--- src/design/hah_pkg.sv ---
// Shared types and constants for the hourly average history block.
// No dependencies; every design file but hah_fifo imports this package.
`default_nettype none

package hah_pkg;

  localparam int HOUR_W  = 5;
  localparam int COUNT_W = 8;
  localparam logic [COUNT_W-1:0] COUNT_MAX = 8'd255;

  typedef enum logic {
    OP_ADD  = 1'b0,
    OP_DUMP = 1'b1
  } op_e;

  typedef enum logic {
    CMD_CLOSE = 1'b0,
    CMD_DUMP  = 1'b1
  } cmd_kind_e;

  typedef enum logic [1:0] {
    BK_IDLE,
    BK_DIV,
    BK_DUMP_RD,
    BK_DUMP_LD
  } back_state_e;

endpackage

`default_nettype wire

--- src/design/hah_fifo.sv ---
// Small command queue between the front and back of the history block.
// Depends on nothing; data is shown first-word-fall-through.
`default_nettype none

module hah_fifo #(
  parameter int WIDTH = 8,
  parameter int DEPTH = 4
) (
  input  wire logic             clk_i,
  input  wire logic             rst_ni,
  input  wire logic             push_i,
  input  wire logic [WIDTH-1:0] wdata_i,
  output logic                  full_o,
  input  wire logic             pop_i,
  output logic [WIDTH-1:0]      rdata_o,
  output logic                  empty_o
);

  localparam int PTR_W = $clog2(DEPTH);
  localparam int CNT_W = $clog2(DEPTH + 1);

  logic [WIDTH-1:0] entry_q [DEPTH];
  logic [PTR_W-1:0] wr_ptr_q, wr_ptr_d, rd_ptr_q, rd_ptr_d;
  logic [CNT_W-1:0] count_q, count_d;

  function automatic logic [PTR_W-1:0] ptr_inc(input logic [PTR_W-1:0] p);
    ptr_inc = (p == PTR_W'(DEPTH - 1)) ? '0 : p + 1'b1;
  endfunction

  assign full_o  = (count_q == CNT_W'(DEPTH));
  assign empty_o = (count_q == '0);
  assign rdata_o = entry_q[rd_ptr_q];

  always_comb begin
    wr_ptr_d = push_i ? ptr_inc(wr_ptr_q) : wr_ptr_q;
    rd_ptr_d = pop_i ? ptr_inc(rd_ptr_q) : rd_ptr_q;
    count_d  = count_q;
    if (push_i && !pop_i) begin
      count_d = count_q + 1'b1;
    end else if (pop_i && !push_i) begin
      count_d = count_q - 1'b1;
    end
  end

  always_ff @(posedge clk_i or negedge rst_ni) begin
    if (!rst_ni) begin
      wr_ptr_q <= '0;
      rd_ptr_q <= '0;
      count_q  <= '0;
    end else begin
      wr_ptr_q <= wr_ptr_d;
      rd_ptr_q <= rd_ptr_d;
      count_q  <= count_d;
    end
  end

  always_ff @(posedge clk_i) begin
    if (push_i) begin
      entry_q[wr_ptr_q] <= wdata_i;
    end
  end

endmodule

`default_nettype wire

--- src/design/hah_front.sv ---
// Front end: accepts items, reduces the hour, keeps the open-hour sum and count.
// Depends on hah_pkg; pushes close and dump commands into the queue.
`default_nettype none

module hah_front
  import hah_pkg::*;
#(
  parameter int SLOTS        = 24,
  parameter int SAMPLE_WIDTH = 16
) (
  input  wire logic                    clk_i,
  input  wire logic                    rst_ni,
  input  wire logic                    in_valid_i,
  output logic                         in_ready_o,
  input  wire logic                    opcode_i,
  input  wire logic [HOUR_W-1:0]       hour_now_i,
  input  wire logic [SAMPLE_WIDTH-1:0] sample_i,
  output logic                         push_o,
  // kind, slot, count and sum, high bit down
  output logic [$clog2(SLOTS)+2*COUNT_W+SAMPLE_WIDTH:0] push_data_o,
  input  wire logic                    full_i
);

  localparam int SLOT_W = $clog2(SLOTS);
  localparam int SUM_W  = SAMPLE_WIDTH + COUNT_W;
  localparam int HOURS  = 2 ** HOUR_W;

  logic [SLOT_W-1:0] hour_tbl [HOURS];

  // hour modulo SLOTS, worked out at elaboration
  for (genvar g = 0; g < HOURS; g++) begin : g_hour_tbl
    localparam int REDUCED = g % SLOTS;
    assign hour_tbl[g] = SLOT_W'(REDUCED);
  end

  logic signed [SUM_W-1:0] sum_q, sum_d;
  logic [COUNT_W-1:0]      count_q, count_d;
  logic [SLOT_W-1:0]       open_q, open_d;
  logic [SLOT_W-1:0]       hour;
  logic signed [SUM_W-1:0] sample_ext;
  logic                    accept;
  cmd_kind_e               kind;
  logic [SLOT_W-1:0]       cmd_slot;

  assign in_ready_o = !full_i;
  assign accept     = in_valid_i && in_ready_o;
  assign hour       = hour_tbl[hour_now_i];
  assign sample_ext = {{COUNT_W{sample_i[SAMPLE_WIDTH-1]}}, sample_i};

  always_comb begin
    sum_d    = sum_q;
    count_d  = count_q;
    open_d   = open_q;
    push_o   = 1'b0;
    kind     = CMD_CLOSE;
    cmd_slot = open_q;
    if (accept) begin
      if (op_e'(opcode_i) == OP_DUMP) begin
        push_o   = 1'b1;
        kind     = CMD_DUMP;
        cmd_slot = hour;
      end else if (hour == open_q) begin
        if (count_q < COUNT_MAX) begin
          sum_d   = sum_q + sample_ext;
          count_d = count_q + 1'b1;
        end
      end else begin
        // close the finished hour and open a new one with this sample
        push_o  = 1'b1;
        open_d  = hour;
        count_d = COUNT_W'(1);
        sum_d   = sample_ext;
      end
    end
  end

  assign push_data_o = {kind, cmd_slot, count_q, sum_q};

  always_ff @(posedge clk_i or negedge rst_ni) begin
    if (!rst_ni) begin
      sum_q   <= '0;
      count_q <= '0;
      open_q  <= '0;
    end else begin
      sum_q   <= sum_d;
      count_q <= count_d;
      open_q  <= open_d;
    end
  end

endmodule

`default_nettype wire

--- src/design/hah_div.sv ---
// Iterative signed divider: one quotient bit per cycle, truncation toward zero.
// Depends on hah_pkg for the divisor width.
`default_nettype none

module hah_div
  import hah_pkg::*;
#(
  parameter int SAMPLE_WIDTH = 16
) (
  input  wire logic                                   clk_i,
  input  wire logic                                   rst_ni,
  input  wire logic                                   start_i,
  input  wire logic signed [SAMPLE_WIDTH+COUNT_W-1:0] dividend_i,
  input  wire logic [COUNT_W-1:0]                     divisor_i,
  output logic                                        done_o,
  output logic [SAMPLE_WIDTH-1:0]                     quotient_o
);

  localparam int SUM_W  = SAMPLE_WIDTH + COUNT_W;
  localparam int STEP_W = $clog2(SUM_W + 1);

  logic                  busy_q;
  logic                  done_q;
  logic [STEP_W-1:0]     step_q;
  logic [COUNT_W-1:0]    rem_q, rem_d;
  logic [SUM_W-1:0]      quo_q, quo_d;
  logic [COUNT_W-1:0]    div_q;
  logic                  neg_q;
  logic [SAMPLE_WIDTH-1:0] res_q;
  logic [COUNT_W:0]      trial, diff;
  logic                  fits;
  logic [SUM_W-1:0]      signed_quo;

  always_comb begin
    trial = {rem_q, quo_q[SUM_W-1]};
    diff  = trial - {1'b0, div_q};
    fits  = (trial >= {1'b0, div_q});
    rem_d = fits ? diff[COUNT_W-1:0] : trial[COUNT_W-1:0];
    quo_d = {quo_q[SUM_W-2:0], fits};
    signed_quo = neg_q ? (~quo_q + 1'b1) : quo_q;
  end

  always_ff @(posedge clk_i or negedge rst_ni) begin
    if (!rst_ni) begin
      busy_q <= 1'b0;
      done_q <= 1'b0;
      step_q <= '0;
    end else begin
      done_q <= 1'b0;
      if (start_i) begin
        busy_q <= 1'b1;
        step_q <= STEP_W'(SUM_W);
      end else if (busy_q) begin
        if (step_q == '0) begin
          busy_q <= 1'b0;
          done_q <= 1'b1;
        end else begin
          step_q <= step_q - 1'b1;
        end
      end
    end
  end

  always_ff @(posedge clk_i) begin
    if (start_i) begin
      quo_q <= dividend_i[SUM_W-1] ? SUM_W'(-dividend_i) : dividend_i;
      neg_q <= dividend_i[SUM_W-1];
      rem_q <= '0;
      div_q <= divisor_i;
    end else if (busy_q) begin
      if (step_q == '0) begin
        res_q <= signed_quo[SAMPLE_WIDTH-1:0];
      end else begin
        rem_q <= rem_d;
        quo_q <= quo_d;
      end
    end
  end

  assign done_o     = done_q;
  assign quotient_o = res_q;

endmodule

`default_nettype wire

--- src/design/hah_back.sv ---
// Back end: runs queued commands, writes hourly means, streams dumps.
// Depends on hah_pkg; drives the divider and owns the history memory.
`default_nettype none

module hah_back
  import hah_pkg::*;
#(
  parameter int SLOTS        = 24,
  parameter int SAMPLE_WIDTH = 16
) (
  input  wire logic                    clk_i,
  input  wire logic                    rst_ni,
  // kind, slot, count and sum, high bit down
  input  wire logic [$clog2(SLOTS)+2*COUNT_W+SAMPLE_WIDTH:0] cmd_i,
  input  wire logic                    empty_i,
  output logic                         pop_o,
  output logic                         div_start_o,
  output logic signed [SAMPLE_WIDTH+COUNT_W-1:0] div_dividend_o,
  output logic [COUNT_W-1:0]           div_divisor_o,
  input  wire logic                    div_done_i,
  input  wire logic [SAMPLE_WIDTH-1:0] div_quot_i,
  output logic                         out_valid_o,
  input  wire logic                    out_ready_i,
  output logic [SAMPLE_WIDTH-1:0]      out_average_o,
  output logic [HOUR_W-1:0]            out_slot_hour_o,
  output logic                         out_last_o
);

  localparam int SLOT_W = $clog2(SLOTS);
  localparam int SUM_W  = SAMPLE_WIDTH + COUNT_W;
  localparam int CMD_W  = 1 + SLOT_W + COUNT_W + SUM_W;

  back_state_e state_q, state_d;

  cmd_kind_e         cmd_kind;
  logic [SLOT_W-1:0] cmd_slot;
  logic [COUNT_W-1:0] cmd_count;

  logic [SAMPLE_WIDTH-1:0] mem_q [SLOTS];
  logic [SLOTS-1:0]        valid_q;
  logic [SAMPLE_WIDTH-1:0] rdata_q;
  logic                    mem_we;
  logic [SLOT_W-1:0]       mem_waddr;
  logic [SAMPLE_WIDTH-1:0] mem_wdata;

  logic [SLOT_W-1:0] slot_q;
  logic [SLOT_W-1:0] addr_q;
  logic [SLOT_W-1:0] cnt_q;
  logic              is_last;
  logic              load_out;

  logic                    out_valid_q;
  logic [SAMPLE_WIDTH-1:0] out_avg_q;
  logic [HOUR_W-1:0]       out_hour_q;
  logic                    out_last_q;

  function automatic logic [SLOT_W-1:0] slot_inc(input logic [SLOT_W-1:0] s);
    slot_inc = (s == SLOT_W'(SLOTS - 1)) ? '0 : s + 1'b1;
  endfunction

  assign cmd_kind       = cmd_kind_e'(cmd_i[CMD_W-1]);
  assign cmd_slot       = cmd_i[CMD_W-2 -: SLOT_W];
  assign cmd_count      = cmd_i[SUM_W +: COUNT_W];
  assign div_dividend_o = cmd_i[SUM_W-1:0];
  assign div_divisor_o  = cmd_count;
  assign is_last        = (cnt_q == SLOT_W'(SLOTS - 1));

  // next state
  always_comb begin
    state_d = state_q;
    unique case (state_q)
      BK_IDLE: begin
        if (!empty_i) begin
          if (cmd_kind == CMD_DUMP) begin
            state_d = BK_DUMP_RD;
          end else if (cmd_count != '0) begin
            state_d = BK_DIV;
          end
        end
      end
      BK_DIV: begin
        if (div_done_i) begin
          state_d = BK_IDLE;
        end
      end
      BK_DUMP_RD: begin
        state_d = BK_DUMP_LD;
      end
      BK_DUMP_LD: begin
        if (!out_valid_q || out_ready_i) begin
          state_d = is_last ? BK_IDLE : BK_DUMP_RD;
        end
      end
      default: begin
        state_d = BK_IDLE;
      end
    endcase
  end

  // outputs
  always_comb begin
    pop_o       = 1'b0;
    div_start_o = 1'b0;
    mem_we      = 1'b0;
    mem_waddr   = cmd_slot;
    mem_wdata   = '0;
    load_out    = 1'b0;
    unique case (state_q)
      BK_IDLE: begin
        if (!empty_i) begin
          pop_o = 1'b1;
          if (cmd_kind == CMD_CLOSE) begin
            if (cmd_count == '0) begin
              mem_we = 1'b1;
            end else begin
              div_start_o = 1'b1;
            end
          end
        end
      end
      BK_DIV: begin
        mem_waddr = slot_q;
        mem_wdata = div_quot_i;
        mem_we    = div_done_i;
      end
      BK_DUMP_RD: begin
      end
      BK_DUMP_LD: begin
        load_out = !out_valid_q || out_ready_i;
      end
      default: begin
      end
    endcase
  end

  always_ff @(posedge clk_i or negedge rst_ni) begin
    if (!rst_ni) begin
      state_q     <= BK_IDLE;
      valid_q     <= '0;
      out_valid_q <= 1'b0;
      cnt_q       <= '0;
    end else begin
      state_q <= state_d;
      if (mem_we) begin
        valid_q[mem_waddr] <= 1'b1;
      end
      if (pop_o && cmd_kind == CMD_DUMP) begin
        cnt_q <= '0;
      end else if (load_out) begin
        cnt_q <= cnt_q + 1'b1;
      end
      if (load_out) begin
        out_valid_q <= 1'b1;
      end else if (out_ready_i) begin
        out_valid_q <= 1'b0;
      end
    end
  end

  always_ff @(posedge clk_i) begin
    if (div_start_o) begin
      slot_q <= cmd_slot;
    end
    if (pop_o && cmd_kind == CMD_DUMP) begin
      addr_q <= slot_inc(cmd_slot);
    end else if (load_out) begin
      addr_q <= slot_inc(addr_q);
    end
    if (load_out) begin
      out_avg_q  <= valid_q[addr_q] ? rdata_q : '0;
      out_hour_q <= HOUR_W'(addr_q);
      out_last_q <= is_last;
    end
  end

  always_ff @(posedge clk_i) begin
    if (mem_we) begin
      mem_q[mem_waddr] <= mem_wdata;
    end
  end

  always_ff @(posedge clk_i) begin
    rdata_q <= mem_q[addr_q];
  end

  assign out_valid_o     = out_valid_q;
  assign out_average_o   = out_avg_q;
  assign out_slot_hour_o = out_hour_q;
  assign out_last_o      = out_last_q;

endmodule

`default_nettype wire

--- src/design/hourly_average_history.sv ---
// Hourly average history: binned running mean with a per-hour history store.
// Top level; depends on hah_pkg, hah_front, hah_fifo, hah_div and hah_back.
//
// Usage:
//   Slave stream carries commands. tuser selects the operation (add sample
//   or dump), tdata holds the hour of day and the signed sample. An add
//   never produces output; when its hour differs from the open hour, the
//   finished hour's truncated mean is written to that hour's slot.
//   A dump streams SLOTS items on the master stream, oldest first starting
//   at slot (hour+1) mod SLOTS, with tlast on the final item.
// Timing:
//   Commands cross a 4-deep queue; the input stalls only when it is full.
//   Closing an hour holds the back end until the one-bit-per-cycle divider
//   is done. A dump costs, for each slot, one registered memory read and
//   one output register load.
// Reset:
//   Clears the running sum, count, open hour and the per-slot valid bits, so
//   every slot reads as zero until written; no clearing pass is needed.
// Stalls:
//   A stalled receiver holds the output register; the dump pauses and the
//   front keeps taking adds until the queue fills.
`default_nettype none

module hourly_average_history
  import hah_pkg::*;
#(
  parameter int SLOTS        = 24,
  parameter int SAMPLE_WIDTH = 16
) (
  input  wire logic              clk_i,
  input  wire logic              rst_ni,
  // slave stream
  input  wire logic              s_axis_tvalid,
  output logic                   s_axis_tready,
  // tdata, low bit up: hour_now[4:0], sample[SAMPLE_WIDTH-1:0], zero fill
  input  wire logic [((HOUR_W + SAMPLE_WIDTH + 7) / 8) * 8 - 1:0] s_axis_tdata,
  // tuser, low bit up: opcode
  input  wire logic [0:0]        s_axis_tuser,
  // master stream
  output logic                   m_axis_tvalid,
  input  wire logic              m_axis_tready,
  // tdata, low bit up: average[SAMPLE_WIDTH-1:0], slot_hour[4:0], zero fill
  output logic [((SAMPLE_WIDTH + HOUR_W + 7) / 8) * 8 - 1:0] m_axis_tdata,
  output logic                   m_axis_tlast
);

  localparam int OUT_W       = ((SAMPLE_WIDTH + HOUR_W + 7) / 8) * 8;
  localparam int SLOT_W      = $clog2(SLOTS);
  localparam int SUM_W       = SAMPLE_WIDTH + COUNT_W;
  localparam int CMD_W       = 1 + SLOT_W + COUNT_W + SUM_W;
  localparam int QUEUE_DEPTH = 4;

  // command queue between front and back
  logic             q_push, q_pop, q_full, q_empty;
  logic [CMD_W-1:0] q_wdata, q_rdata;

  // divider handshake
  logic                    div_start, div_done;
  logic signed [SUM_W-1:0] div_dividend;
  logic [COUNT_W-1:0]      div_divisor;
  logic [SAMPLE_WIDTH-1:0] div_quot;

  // result fields
  logic [SAMPLE_WIDTH-1:0] out_average;
  logic [HOUR_W-1:0]       out_slot_hour;

  hah_front #(
    .SLOTS        (SLOTS),
    .SAMPLE_WIDTH (SAMPLE_WIDTH)
  ) u_front (
    .clk_i       (clk_i),
    .rst_ni      (rst_ni),
    .in_valid_i  (s_axis_tvalid),
    .in_ready_o  (s_axis_tready),
    .opcode_i    (s_axis_tuser[0]),
    .hour_now_i  (s_axis_tdata[HOUR_W-1:0]),
    .sample_i    (s_axis_tdata[HOUR_W +: SAMPLE_WIDTH]),
    .push_o      (q_push),
    .push_data_o (q_wdata),
    .full_i      (q_full)
  );

  hah_fifo #(
    .WIDTH (CMD_W),
    .DEPTH (QUEUE_DEPTH)
  ) u_queue (
    .clk_i   (clk_i),
    .rst_ni  (rst_ni),
    .push_i  (q_push),
    .wdata_i (q_wdata),
    .full_o  (q_full),
    .pop_i   (q_pop),
    .rdata_o (q_rdata),
    .empty_o (q_empty)
  );

  hah_div #(
    .SAMPLE_WIDTH (SAMPLE_WIDTH)
  ) u_div (
    .clk_i      (clk_i),
    .rst_ni     (rst_ni),
    .start_i    (div_start),
    .dividend_i (div_dividend),
    .divisor_i  (div_divisor),
    .done_o     (div_done),
    .quotient_o (div_quot)
  );

  hah_back #(
    .SLOTS        (SLOTS),
    .SAMPLE_WIDTH (SAMPLE_WIDTH)
  ) u_back (
    .clk_i           (clk_i),
    .rst_ni          (rst_ni),
    .cmd_i           (q_rdata),
    .empty_i         (q_empty),
    .pop_o           (q_pop),
    .div_start_o     (div_start),
    .div_dividend_o  (div_dividend),
    .div_divisor_o   (div_divisor),
    .div_done_i      (div_done),
    .div_quot_i      (div_quot),
    .out_valid_o     (m_axis_tvalid),
    .out_ready_i     (m_axis_tready),
    .out_average_o   (out_average),
    .out_slot_hour_o (out_slot_hour),
    .out_last_o      (m_axis_tlast)
  );

  // pack result fields, zero fill to whole bytes
  assign m_axis_tdata = OUT_W'({out_slot_hour, out_average});

  // front never pushes into a full queue
  a_no_push_full: assert property (@(posedge clk_i) disable iff (!rst_ni)
    q_push |-> !q_full)
    else $error("command pushed into full queue");

  // back never pops an empty queue
  a_no_pop_empty: assert property (@(posedge clk_i) disable iff (!rst_ni)
    q_pop |-> !q_empty)
    else $error("command popped from empty queue");

  // a division holds the back end; no second start right after one
  a_div_single: assert property (@(posedge clk_i) disable iff (!rst_ni)
    div_start |=> !div_start && !q_pop)
    else $error("back end moved on during a division");

  // a division result is never ready in the cycle after its start
  a_div_latency: assert property (@(posedge clk_i) disable iff (!rst_ni)
    div_start |=> !div_done)
    else $error("divider finished too early");

endmodule

`default_nettype wire
--- config.mk ---
export PLATFORM = sky130hd
export DESIGN_NAME = hourly_average_history
export DESIGN_NICKNAME = d
export VERILOG_FILES = /design/src/design/hah_pkg.sv /design/src/design/hah_fifo.sv /design/src/design/hah_front.sv /design/src/design/hah_div.sv /design/src/design/hah_back.sv /design/src/design/hourly_average_history.sv
export SDC_FILE = /design/constraint.sdc
export NUM_CORES = 1
export LEC_CHECK = 0
export ABC_AREA = 1
export BUFFER_PORTS_ARGS = -buffer_cell sky130_fd_sc_hd__clkbuf_2
export CAP_MARGIN = 20
export CORE_ASPECT_RATIO = 1.5
export CORE_UTILIZATION = 63
export DETAILED_ROUTE_END_ITERATION = 8
export PLACE_DENSITY = 0.83
export SLEW_MARGIN = 20
export SYNTH_ARGS = -nofsm -noshare
export SYNTH_HDL_FRONTEND = slang
export SYNTH_SLANG_ARGS = --single-unit
--- constraint.sdc ---
create_clock -name clk_i -period 4.1 [get_ports clk_i]
set_input_delay 0.41 -clock clk_i [delete_from_list [all_inputs] [get_ports clk_i]]
set_output_delay 0.41 -clock clk_i [all_outputs]
set_load 0.02 [all_outputs]
==> results.py <==
metrics = {
    "synthesis": {
        "synthArstFlopShare": 0.115,
        "synthTopCellsByArea": "edfxtp_1, nand2_1, dfrtp_1",
        "yosysSeqAreaShare": 0.665,
        "syn_avg_cell_area_um2": 10.8,
        "syn-cell-area_um2": 31700,
        "synth_top_area_cell": "edfxtp_1",
        "synth_edf_count": 617,
        "synth.distinct_cells": 50,
        "synth-main-ff-cell": "edfxtp_1",
        "synth_top_area_frac": 0.584,
        "synth_cells": 2949,
        "ys_ff_latch": 724,
        "ys_warn_count": 0,
    },
    "global_route": {
        "track_usage": 0.284,
        "first_global_vias": 22300,
        "gr-total-overflow": 0,
        "antenna_found_initial": 0,
        "grt_max_degree": 211,
        "grt_pass1_wl_um": 111000,
    },
    "final_layout": {
        "final_nets": 3066,
        "drive_above_1_share": 0.0825,
        "area_growth_pct": 9.65,
        "num_antenna_cells": 0,
        "nFillCells": 3337,
    },
    "floorplanning": {
        "die_y_um": 277,
        "io_pins": 56,
        "coreArea_um2": 49700,
        "row_count": 100,
        "fp.dieArea_um2": 51200,
        "start_util": 0.638,
        "die_w_um": 185,
    },
    "hold_path": {
        "hp-start": "s_axis_tdata[5]",
        "hold_path_depth": 3,
        "hold_class": "in2reg",
        "holdPathEnd": "u_front.sum_q[0]",
    },
    "clock_network": {
        "cts_made_buffers": 66,
        "clk_pin_slew_ps": 70,
        "post_cts_buffers": 0,
        "root_buffer": "clkbuf_16",
        "clk_latency_ps": 620,
        "cts_tree": "yes",
        "clock_sinks": 724,
        "h-tree-depth": 3,
        "cts.path.max_buffers": 3,
    },
    "placed_design": {
        "dp_hpwl_um": 43800,
        "port_buffers": 49,
        "gp_congestion": 0.906,
    },
    "routing": {
        "wl_met2_um": 37500,
        "dr.pass1.iters": 6,
        "viasPerCell": 5.99,
        "drt_iter0_drc": 1951,
        "drc_errors": 0,
        "maxUsedRoutingLayer": "met4",
        "m1WireLength_um": 25200,
        "wire_per_inst_um": 19.3,
        "wl_um": 71400,
        "met3_length_um": 4530,
        "num_vias": 22200,
        "ant_nets": 0,
    },
    "setup_path": {
        "path_class": "reg2reg",
        "ff2ff_path_depth": 10,
        "rr_startpoint": "u_queue.rd_ptr_q[1]",
        "critical_path.max_fanout": 24,
        "worst_setup_path_start_kind": "register",
        "r2r_end": "u_back.mem_q[22][12]",
        "reg2reg_slack_ps": 690,
        "cp-end-kind": "register",
        "cp.required_ps": 4310,
        "critPathArrivalTime_ps": 3630,
    },
    "sta": {
        "min_period_ps": 3410,
        "rsz0062_at_grt": "no",
        "skew_ps": 31.2,
        "maxSlewViolCount": 0,
        "hold_viol_final": 0,
        "hold_slack_ps": 75.1,
        "tightest_slew_ps": 1160,
        "setup_tns_ps": 0,
        "maxSlewHeadroom": 0.224,
        "period_share": 0.833,
        "max_freq_mhz": 293,
        "setup_viol": 0,
    },
    "pwr": {
        "power_uw": 24300,
        "ir_worst_vdd_mv": 0.768,
        "leakage_uw": 0.0130,
        "p_per_area_nw_per_um2": 698,
    },
    "run": {
        "drv_cap": 0,
    },
    "outcome": {
        "outcome": "completed",
    },
}
[worst max-delay path, cell delays in order (launching register included)]
cell     delay (ps)
dfrtp_1         900
inv_2           280
nand3_1         170
nand2_1         120
nand2_1          90
o21ai_1          90
nor2_1          120
inv_1            60
nor2_1          250
nand4_1         170
inv_1           770
[timing repair]
item                                    CTS  global route
hold endpoints to repair                 44             0
endpoints found under the setup margin    0             0
resized for setup                         0             0
hold buffers                              1             0
[area by class of cell]
type / count / area, um^2 / area share
flip-flops and latches: 724 / 21100 / 0.607
multi-input cells: 1881 / 9250 / 0.266
clock buffers: 87 / 1790 / 0.0516
well taps: 663 / 830 / 0.0239
inverters: 211 / 795 / 0.0229
repair buffers: 105 / 708 / 0.0204
clock inverters: 33 / 304 / 0.00875
[where the power goes]
part           internal, uW  leakage (uW)  switching (uW)  total [uW]
sequential             9420       0.00654             659       10100
clock                  3320       0.00103            2680        6000
combinational          2430       0.00544            5760        8190
total                 15200        0.0130            9100       24300
[flip-flops by register name, indices dropped and copies added (netlist names), 8 cells and up]
register,count
u_back.mem_q,384
u_div.quotient_o,16
u_back.out_average_o,16
u_back.valid_q,24
u_back.rdata_q,16
u_div.div_q,8
u_queue.entry_q,152
u_div.rem_q,8
u_front.count_q,8
u_div.quo_q,24
u_front.sum_q,24
[cells in the final DEF, fill, tap and decap left out, types with 10 or more instances in the layout]
| master | synthesis | routed |
|---|---|---|
| edfxtp_1 | 617 | 617 |
| nand2_1 | 565 | 565 |
| nor2_1 | 401 | 392 |
| o21ai_0 | 331 | 331 |
| inv_1 | 196 | 195 |
| nand3_1 | 170 | 170 |
| a21oi_1 | 85 | 84 |
| dfrtp_1 | 83 | 82 |
| clkbuf_16 | 0 | 68 |
| buf_4 | 11 | 53 |
| o22ai_1 | 50 | 50 |
| clkbuf_2 | 0 | 48 |
| ha_1 | 45 | 45 |
| xor2_1 | 36 | 36 |
| o211ai_1 | 35 | 35 |
| nand4_1 | 31 | 31 |
| dfxtp_1 | 24 | 24 |
| o21ai_1 | 23 | 23 |
| clkbuf_1 | 66 | 17 |
| a221oi_1 | 16 | 16 |
| xnor2_1 | 15 | 15 |
| nor3_1 | 13 | 13 |
| inv_2 | 11 | 11 |
| clkinv_1 | 4 | 11 |
| clkinv_2 | 0 | 10 |
[cells by family (layout without fill, tap and decap cells)]
logic type / Yosys count / count (layout) / synth area share
AO/OA/AOI/OAI: 563 / 563 / 0.0980
XOR/XNOR: 51 / 51 / 0.0141
adder cells (fa/ha/maj): 48 / 48 / 0.0197
buffers and inverters: 346 / 436 / 0.0451
flip-flops: 724 / 724 / 0.665
multiplexers: 1 / 1 / 0.000355
other: 1 / 3 / 0.000118
AND/OR/NAND/NOR: 1215 / 1215 / 0.158
[worst max-delay path by stage]
stage                              from               endpoint  slack, ps  cells after the start
floorplan            u_queue.count_q[0]  u_queue.entry_q[0][0]        490                      8
global placement    u_queue.rd_ptr_q[1]   u_back.mem_q[23][11]        810                     10
detailed placement  u_queue.rd_ptr_q[1]   u_back.mem_q[23][11]        820                     10
CTS                 u_queue.rd_ptr_q[1]   u_back.mem_q[23][12]        810                     10
global route        u_queue.rd_ptr_q[1]   u_back.mem_q[22][12]        540                     10
finish              u_queue.rd_ptr_q[1]   u_back.mem_q[22][12]        690                     10
[synth_stat cells, drive strengths merged, types with 31 or more instances]
cell type,number
inv,207
o211ai,35
dfrtp,83
nand4,31
nand2,570
o21ai,356
nand3,170
buf,69
a21oi,86
nor2,406
xor2,36
edfxtp,617
o22ai,50
ha,45
clkbuf,66
[per-stage QoR]
step	setup slack, ps	cells	area (um^2)	util
floorplan	489	2951	31700	-
global placement	812	3582	32600	0.657
detailed placement	817	3583	32600	0.657
CTS	805	3704	34800	0.700
global route	537	3704	34800	0.700
finish	686	3704	34800	0.700
[metal layers]
layer | up-vias | GRT usage
li1 | 10300 | -
met1 | 10600 | 0.313
met2 | 1005 | 0.508
met5 | - | 0
met3 | 264 | 0.0331
met4 | 0 | 0.188
No activity file was read; power rests on OpenSTA's default activity.
